### config.mk
export PLATFORM = sky130hd
export DESIGN_NAME = wmbd_blend
export DESIGN_NICKNAME = d
export VERILOG_FILES = /design/src/rtl/core/wmbd_pkg.sv /design/src/rtl/core/wmbd_div.sv /design/src/rtl/core/wmbd_blend.sv
export SDC_FILE = /design/constraint.sdc
export NUM_CORES = 2
export LEC_CHECK = 0
export BUFFER_PORTS_ARGS = -buffer_cell sky130_fd_sc_hd__clkbuf_2
export CORE_MARGIN = 5
export CORE_UTILIZATION = 65
export DETAILED_ROUTE_END_ITERATION = 7
export HOLD_SLACK_MARGIN = 0.12
export PLACE_DENSITY = 0.83
export SLEW_MARGIN = 30
export SYNTH_ARGS = -nofsm -noshare
export SYNTH_HDL_FRONTEND = slang
export SYNTH_SLANG_ARGS = --single-unit
### constraint.sdc
create_clock -name clk -period 16.1 [get_ports clk]
set_input_delay 2.415 -clock clk [delete_from_list [all_inputs] [get_ports clk]]
set_output_delay 2.415 -clock clk [all_outputs]
set_load 0.02 [all_outputs]
### src/rtl/core/wmbd_pkg.sv
// ----------------------------------------------------------------------------
// wmbd_pkg: shared types and codes for the weight map brush dab block
// Beat payload structs, request and blend mode codes, divider sizing.
// ----------------------------------------------------------------------------
package wmbd_pkg;

    localparam logic [1:0] REQ_DAB   = 2'd0;
    localparam logic [1:0] REQ_READ  = 2'd1;
    localparam logic [1:0] REQ_WRITE = 2'd2;

    localparam logic [1:0] RES_DAB   = 2'd0;
    localparam logic [1:0] RES_READ  = 2'd1;
    localparam logic [1:0] RES_WRITE = 2'd2;

    localparam logic [1:0] MODE_ADD  = 2'd0;
    localparam logic [1:0] MODE_SUB  = 2'd1;

    // Divider: quotient bits, numerator and divisor widths
    localparam int DIV_QW = 17;
    localparam int DIV_DW = 24;
    localparam int DIV_NW = DIV_QW + DIV_DW;

    typedef struct packed {
        logic [1:0]         req_type;
        logic signed [15:0] pos_x;
        logic signed [15:0] pos_y;
        logic [11:0]        radius;
        logic [15:0]        weight;
        logic [7:0]         hardness;
        logic [8:0]         opacity;
        logic [1:0]         paint_mode;
        logic [7:0]         pixel_value;
    } req_t;

    typedef struct packed {
        logic [1:0] result_kind;
        logic [7:0] pixel_out;
        logic       addr_error;
    } rsp_t;

    typedef struct packed {
        logic [11:0] radius;
        logic [15:0] weight;
        logic [7:0]  hardness;
        logic [8:0]  opacity;
        logic [1:0]  paint_mode;
    } brush_t;

endpackage

### src/rtl/core/wmbd_div.sv
// ----------------------------------------------------------------------------
// wmbd_div: iterative restoring divider
// One quotient bit per cycle; quotient must fit DIV_QW bits.
// ----------------------------------------------------------------------------
module wmbd_div
    import wmbd_pkg::*;
(
    input  logic              clk,
    input  logic              rst_n,
    input  logic              start,
    input  logic [DIV_NW-1:0] num,
    input  logic [DIV_DW-1:0] den,
    output logic              done,
    output logic [DIV_QW-1:0] quo
);

    localparam int CNTW = $clog2(DIV_QW);

    logic [DIV_DW-1:0] rem_reg;
    logic [DIV_QW-1:0] sh_reg;
    logic [DIV_DW-1:0] den_reg;
    logic [CNTW-1:0]   cnt_reg;
    logic              busy_reg;
    logic              done_reg;

    logic [DIV_DW:0] trial;
    logic [DIV_DW:0] diff;
    logic            ge;

    assign trial = {rem_reg, sh_reg[DIV_QW-1]};
    assign ge    = trial >= {1'b0, den_reg};
    assign diff  = trial - {1'b0, den_reg};

    always_ff @(posedge clk or negedge rst_n)
    begin
        if (!rst_n)
        begin
            busy_reg <= 1'b0;
            done_reg <= 1'b0;
            cnt_reg  <= '0;
        end
        else
        begin
            done_reg <= 1'b0;
            if (start)
            begin
                busy_reg <= 1'b1;
                cnt_reg  <= '0;
            end
            else if (busy_reg)
            begin
                cnt_reg <= cnt_reg + 1'b1;
                if (cnt_reg == CNTW'(DIV_QW - 1))
                begin
                    busy_reg <= 1'b0;
                    done_reg <= 1'b1;
                end
            end
        end
    end

    always_ff @(posedge clk)
    begin
        if (start)
        begin
            rem_reg <= num[DIV_NW-1:DIV_QW];
            sh_reg  <= num[DIV_QW-1:0];
            den_reg <= den;
        end
        else if (busy_reg)
        begin
            rem_reg <= ge ? diff[DIV_DW-1:0] : trial[DIV_DW-1:0];
            sh_reg  <= {sh_reg[DIV_QW-2:0], ge};
        end
    end

    assign done = done_reg;
    assign quo  = sh_reg;

endmodule

### src/rtl/core/wmbd_blend.sv
// ----------------------------------------------------------------------------
// wmbd_blend: per-pixel falloff and blend sequencer
// One shared multiplier and the divider, stepped by a small state machine.
// ----------------------------------------------------------------------------
module wmbd_blend
    import wmbd_pkg::*;
(
    input  logic        clk,
    input  logic        rst_n,
    input  logic        start,
    input  brush_t      brush,
    input  logic [12:0] dx_mag,
    input  logic [12:0] dy_mag,
    input  logic [7:0]  old_val,
    output logic        done,
    output logic        wr_en,
    output logic [7:0]  new_val
);

    localparam logic [3:0] B_IDLE = 4'd0;
    localparam logic [3:0] B_DY   = 4'd1;
    localparam logic [3:0] B_R2   = 4'd2;
    localparam logic [3:0] B_CMP  = 4'd3;
    localparam logic [3:0] B_DD   = 4'd4;
    localparam logic [3:0] B_FALL = 4'd5;
    localparam logic [3:0] B_HM   = 4'd6;
    localparam logic [3:0] B_Q1   = 4'd7;
    localparam logic [3:0] B_Q2   = 4'd8;
    localparam logic [3:0] B_P    = 4'd9;
    localparam logic [3:0] B_D    = 4'd10;
    localparam logic [3:0] B_RP   = 4'd11;
    localparam logic [3:0] B_FIN  = 4'd12;

    logic [3:0]  state_reg, state_next;
    logic [24:0] mul_a;
    logic [16:0] mul_b;
    logic [41:0] prod_reg;
    logic [25:0] acc_reg;
    logic [25:0] n_reg;
    logic [16:0] dd_reg;
    logic [16:0] opa_reg;
    logic [24:0] p_reg;
    logic [40:0] delta_reg;

    logic              div_start;
    logic [DIV_NW-1:0] div_num;
    logic [DIV_DW-1:0] div_den;
    logic              div_done;
    logic [DIV_QW-1:0] div_quo;

    logic        soft_side;
    logic [16:0] inv_dd;
    logic [9:0]  add_val;
    logic [40:0] sub_base;
    logic [40:0] sub_diff;
    logic [41:0] rep_sum;
    logic [9:0]  raw_val;

    wmbd_div u_div (
        .clk   (clk),
        .rst_n (rst_n),
        .start (div_start),
        .num   (div_num),
        .den   (div_den),
        .done  (div_done),
        .quo   (div_quo)
    );

    assign soft_side = {1'b0, dd_reg} < {1'b0, brush.hardness, 8'b0};
    assign inv_dd    = 17'(18'd65536 - {1'b0, dd_reg});

    // operand select for the shared multiplier
    always_comb
    begin
        mul_a = '0;
        mul_b = '0;
        case (state_reg)
            B_IDLE:
            begin
                mul_a = 25'(dx_mag);
                mul_b = 17'(dx_mag);
            end
            B_DY:
            begin
                mul_a = 25'(dy_mag);
                mul_b = 17'(dy_mag);
            end
            B_R2:
            begin
                mul_a = 25'(brush.radius);
                mul_b = 17'(brush.radius);
            end
            B_FALL:
            begin
                mul_a = 25'(brush.hardness);
                mul_b = inv_dd;
            end
            B_P:
            begin
                mul_a = 25'(opa_reg);
                mul_b = 17'(brush.opacity);
            end
            B_D:
            begin
                mul_a = prod_reg[24:0];
                mul_b = 17'(brush.weight);
            end
            B_RP:
            begin
                mul_a = 25'(25'h1000000 - p_reg);
                mul_b = 17'(old_val);
            end
            default:
            begin
                mul_a = '0;
                mul_b = '0;
            end
        endcase
    end

    // divider command select
    always_comb
    begin
        div_start = 1'b0;
        div_num   = '0;
        div_den   = '0;
        case (state_reg)
            B_CMP:
            begin
                div_start = n_reg <= 26'(prod_reg[23:0]);
                div_num   = DIV_NW'({n_reg[23:0], 16'b0});
                div_den   = prod_reg[23:0];
            end
            B_FALL:
            begin
                div_start = soft_side;
                div_num   = DIV_NW'({dd_reg, 8'b0});
                div_den   = DIV_DW'(brush.hardness);
            end
            B_HM:
            begin
                div_start = 1'b1;
                div_num   = DIV_NW'(prod_reg[23:0]);
                div_den   = DIV_DW'(9'd256 - {1'b0, brush.hardness});
            end
            default:
            begin
                div_start = 1'b0;
            end
        endcase
    end

    always_comb
    begin
        state_next = state_reg;
        case (state_reg)
            B_IDLE: if (start) state_next = B_DY;
            B_DY:   state_next = B_R2;
            B_R2:   state_next = B_CMP;
            B_CMP:  state_next = (n_reg > 26'(prod_reg[23:0])) ? B_IDLE : B_DD;
            B_DD:   if (div_done) state_next = B_FALL;
            B_FALL: state_next = soft_side ? B_Q1 : B_HM;
            B_HM:   state_next = B_Q2;
            B_Q1:   if (div_done) state_next = B_P;
            B_Q2:   if (div_done) state_next = B_P;
            B_P:    state_next = B_D;
            B_D:    state_next = B_RP;
            B_RP:   state_next = B_FIN;
            B_FIN:  state_next = B_IDLE;
            default: state_next = B_IDLE;
        endcase
    end

    always_ff @(posedge clk or negedge rst_n)
    begin
        if (!rst_n)
            state_reg <= B_IDLE;
        else
            state_reg <= state_next;
    end

    always_ff @(posedge clk)
    begin
        prod_reg <= mul_a * mul_b;
        if (state_reg == B_DY)
            acc_reg <= prod_reg[25:0];
        if (state_reg == B_R2)
            n_reg <= acc_reg + prod_reg[25:0];
        if (state_reg == B_DD && div_done)
            dd_reg <= div_quo;
        if (state_reg == B_Q1 && div_done)
            opa_reg <= 17'({1'b0, dd_reg} + 18'd65536 - {1'b0, div_quo});
        if (state_reg == B_Q2 && div_done)
            opa_reg <= div_quo;
        if (state_reg == B_D)
            p_reg <= prod_reg[24:0];
        if (state_reg == B_RP)
            delta_reg <= prod_reg[40:0];
    end

    // final blend; prod_reg holds old * (2^24 - p) here
    assign add_val  = {2'b0, old_val} + {1'b0, delta_reg[40:32]};
    assign sub_base = {1'b0, old_val, 32'b0};
    assign sub_diff = sub_base - delta_reg;
    assign rep_sum  = {1'b0, prod_reg[32:0], 8'b0} + {1'b0, delta_reg};

    always_comb
    begin
        case (brush.paint_mode)
            MODE_ADD: raw_val = add_val;
            MODE_SUB: raw_val = (delta_reg >= sub_base) ? 10'd0 : {2'b0, sub_diff[39:32]};
            default:  raw_val = rep_sum[41:32];
        endcase
    end

    assign done    = (state_reg == B_FIN) ||
                     (state_reg == B_CMP && n_reg > 26'(prod_reg[23:0]));
    assign wr_en   = state_reg == B_FIN;
    assign new_val = (raw_val[9:8] != 2'b0) ? 8'd255 : raw_val[7:0];

endmodule

======== Word level (Yosys, flattened, before mapping) ========
Index checks and enable logic that the tools add are counted.
word-level totals
  output and inout port bits .............. 10
  input port bits ......................... 84
  word-level logic and storage cells ...... 89
  flip-flop bits (word level) ............. 269
cells by class
  reduce and logical (&&, ||, !) cells .... 12
  equality and inequality tests ........... 17
  multiply operators ...................... 1
  magnitude comparators ................... 5
  muxes and demuxes ....................... 29
  add/sub/neg operators ................... 11
operators by type and width
  operator                                                                number
  25-bit one-hot mux with 7 select lines                                  1
  40-bit one-hot mux with 3 select lines                                  1
  17-bit one-hot mux with 7 select lines                                  1
  24-bit two-way mux                                                      3
  24-bit one-hot mux with 3 select lines                                  1
  17-bit two-way mux                                                      4
  4-bit one-hot mux with 11 select lines                                  1
  41-bit by 41-bit adder with 42-bit output                               1
  41-bit by 40-bit >= comparator with 1-bit output                        1
  25-bit by 17-bit multiplier with 41-bit output                          1
  40-bit subtractor                                                       1
  26-bit adder                                                            1
  26-bit by 24-bit > comparator with 1-bit output                         1
  26-bit by 24-bit less-or-equal comparator with 1-bit output             1
  25-bit by 24-bit >= comparator with 1-bit output                        1
  25-bit subtractor (first input constant)                                1
  24-bit subtractor                                                       1
  4-bit equality test (second input constant)                             5
  10-bit one-hot mux with 2 select lines                                  1
  17-bit adder (second input constant)                                    1
  17-bit by 16-bit < comparator with 1-bit output                         1
  17-bit subtractor                                                       1
  17-bit subtractor (first input constant)                                1
  4-bit by 3-bit equality test with 1-bit output (second input constant)  4
  22 further kinds                                                        39

======== Depth between registers and ports, before layout ========
  word-level depth ........................ 5
  mapped depth ............................ 34

======== Hierarchy ========
A second synthesis with hierarchy kept.
second synthesis, totals
  cells, all modules ...................... 3261
  area, all modules ....................... 30575.6 µm²
modules (own cells, without submodules)
  module      seq. area each (µm²)  times used  area each (µm²)  cells each
  wmbd_blend  5485.3                1           26132.6          2856
  wmbd_div    2127.0                1           4443.0           405

======== Worst setup path before layout ========
OpenSTA, ideal clock, no wires.
  path kind ............................... input -> register
  from .................................... input dy_mag[12]
  to ...................................... register prod_reg[40]
  path buffers ............................ 2
  data arrival time ....................... 8.829 ns
  cell stages on the path ................. 25
  slack ................................... 7.198 ns
  cell sequence ........................... mux2i_1 > nor4_1 > a221o_1 > clkbuf_1 > clkbuf_1 > nand2_1 > fa_1 > fa_1 > inv_1 > fa_1 > fa_1 > fa_1 > inv_1 > fa_1 > inv_1 > ha_1 > and4_1 > a221oi_1 > o21ai_1 > a31oi_1 > o311ai_1 > o41ai_2 > o2111ai_1 > a21oi_1 > xnor2_1
on the way
  longest elaborated chain between the ends .. 2
  elaborated cells on any way between the ends .. 3
  those cells by class .................... mul (1); mux (2)
RTL lines
  element                                                                                           line               text
  from (decl)                                                                                       wmbd_blend.sv:13   input logic [12:0] dy_mag,
  25-bit one-hot mux with 7 select lines or 17-bit one-hot mux with 7 select lines (tied branches)  wmbd_blend.sv:77   case (state_reg)
  25-bit by 17-bit multiplier with 41-bit output (*)                                                wmbd_blend.sv:184  prod_reg <= mul_a * mul_b;
  to (signal assigned)                                                                              wmbd_blend.sv:184
  to (decl)                                                                                         wmbd_blend.sv:37   logic [41:0] prod_reg;
Mark *: on every way between the ends. The rest lies on a longest branch, timed or not.
A chain may end at the register's enable or synchronous reset.

======== Worst setup path in the final report ========
  from .................................... input dy_mag[5]
  to ...................................... register prod_reg[40]
The elaborated chain is that of the path after synthesis.

==> metrics.cfg <==
[logic_synthesis]
synthMuxAreaShare_pct = 0.672
synth_area_leaders = fa_1, edfxtp_1, ha_1
synth_top_family_by_area = adder cells
synth_cell_types = 86
netlist.area_leader.share_pct = 23.3
yosys-top-cells-count = inv_1, nand2_1, fa_1
synth.avg_cell_area_sq_um = 9.32
yosysMostFrequentCell = inv_1
synth_edf_count = 217
synthArstFlopShare_pct = 4.09
ys_ff_latch = 269
synth-simple-area-share_pct = 14.6
synth_cells = 3199
synth_xor_area_share_pct = 3.82
yosys_warnings = 0
ys_seq_area_share_pct = 25.5
ys.flop_type = edfxtp_1
syn_area_sq_um = 29800
synthAdderAreaFrac_pct = 35.1
synth_compound_area_share_pct = 12.0
yosysTopAreaCell = fa_1

[critical_path]
worstPathArrival_ns = 10.44
crit_type = input port to register
critPathCaptureType = register
path_common_cell = fa_1
ff2ff_setup_slack_ns = 6.50
start_kind = input port
required_ns = 16.60
max_stage_delay_ns = 0.58
path_max_fanout = 7
slowest_stage = fa_1

[timing]
setup_tns_ns = 0
layout_min_cycle_time_ns = 9.94
slew_violations = 0
worstMarginPinSlew_ns = 0.924
rsz0062_at_grt = false
hold_viol = 0
final.period_utilization_pct = 61.7
finalSetupViolations = 0
clock_skew_ns = 0.0247
maxSlewHeadroom_pct = 37.8
setup_ws_ns = 6.16
timing.fmax_mhz = 101

[run_status]
status = complete, no violations

[clocking]
clock_latency_ns = 0.57
cts_sinks = 269
cts_buffers = 29
cts_resized = 0
clk_path_buf_depth = 3
path_clk_slew_ns = 0.06
cts_root_buf = clkbuf_16
postCtsSetupBuffers = 0
postCtsHoldBufs = 0
cts_htree_levels = 1
cts_tree = done

[floorplan]
die_area_sq_um = 50200
fp.coreArea_sq_um = 45400
pin_count = 94
die_h_um = 224
num_rows = 78
start_util_pct = 65.7
die_w_um = 224

[detailed_routing]
wirelength_um = 92100
via_per_inst = 6.28
drt-initial-drc-count = 2387
vias = 24600
antenna_left = 0
wl_per_cell_um = 23.5
drcViolationCount = 0
firstDrtPassIters = 6

[layout]
nNetsFinal = 4004
diodes = 0
n_fill_cell = 3429
area_growth_pct = 7.75
drive_above_1_share_pct = 7.03

[global_route]
grt.total_usage_pct = 37.0
antenna_found_initial = 1
grt_max_degree = 61
grt_pass1_vias = 25600
grt_pass1_wl_um = 144000
grt_overflow = 0

[placement]
io_buffer_count = 93
dp_slack_ns = 5.79
place_congestion = 1.01
hpwlAfterDp_um = 71000

[hold_path]
hold_class = register to register

[flow_run]
max_cap_violations = 0

[layout make-up]
| type | instances | area (sq um) | share of cell area, % |
|---|---|---|---|
| flip-flops and latches | 269 | 7610 | 23.7 |
| clock inverters | 10 | 114 | 0.354 |
| repair buffers | 154 | 925 | 2.88 |
| inverters | 542 | 2030 | 6.33 |
| multi-input cells | 2295 | 19800 | 61.8 |
| well taps | 600 | 751 | 2.34 |
| clock buffers | 44 | 842 | 2.62 |
[cells by family (layout without fill, tap and decap cells)]
family          after synthesis  after routing
flops                       269            269
simple gates                968            968
compound gates              532            532
fa+ha+maj                   629            629
mux                          20             20
other cells                   2             16
buf+inv                     649            750
xor+xnor                    130            130
[worst max-delay path, delay by kind of cell]
family                     cells  cell delay [ns]
muxes                          1             0.06
and+or+nand+nor                2             0.37
adders and majority gates      7             3.53
buffers and inverters          7             0.63
AOI/OAI and AO/OA             11             3.29
xor gates and xnor gates       1             0.13
[cells in the final DEF (no fill, tap or decap), types with 41 or more instances in the layout]
cell and count:
inv_1 539, nor2_1 221, dfxtp_1 41, nor3_1 52, xor2_1 52, o21ai_0 92
nand2_1 428, buf_4 59, xnor2_1 78, edfxtp_1 217, nand3_1 50, fa_1 347
clkbuf_2 93, a21o_1 43, and2_1 50, ha_1 282, a21oi_1 132
[routing by layer]
metal	vias up	wire length, um	GRT usage [%]
met4	0	5960	19.2
met2	1384	43200	60.8
li1	10800	-	-
met3	328	8690	6.28
met1	12100	34300	47.6
met5	-	0	0
[worst paths after layout]
check / endpoint / startpoint / depth (start not counted)
max: prod_reg[40] / dy_mag[5] / 29
min reg2reg: delta_reg[35] / prod_reg[35] / 0
min: delta_reg[35] / prod_reg[35] / 0
max in group asynchronous: u_div.cnt_reg[0] / rst_n / 1
min in group asynchronous: state_reg[3] / rst_n / 1
max reg2reg: prod_reg[40] / state_reg[3] / 27
[stage by stage]
stage	util (%)	cells	hold slack (ns)	instance area, sq um
5_1_grt	70.8	3914	0.420	32100
3_3_place_gp	68.6	3856	0.388	31100
4_1_cts	70.7	3913	0.409	32100
6_report	70.8	3914	0.407	32100
2_1_floorplan	-	3213	0.386	29900
3_5_place_dp	68.6	3859	0.393	31200
Power is left out: the tool's default activity adds up to more than one toggle a clock period on the data nets, which glitch-free logic cannot reach.
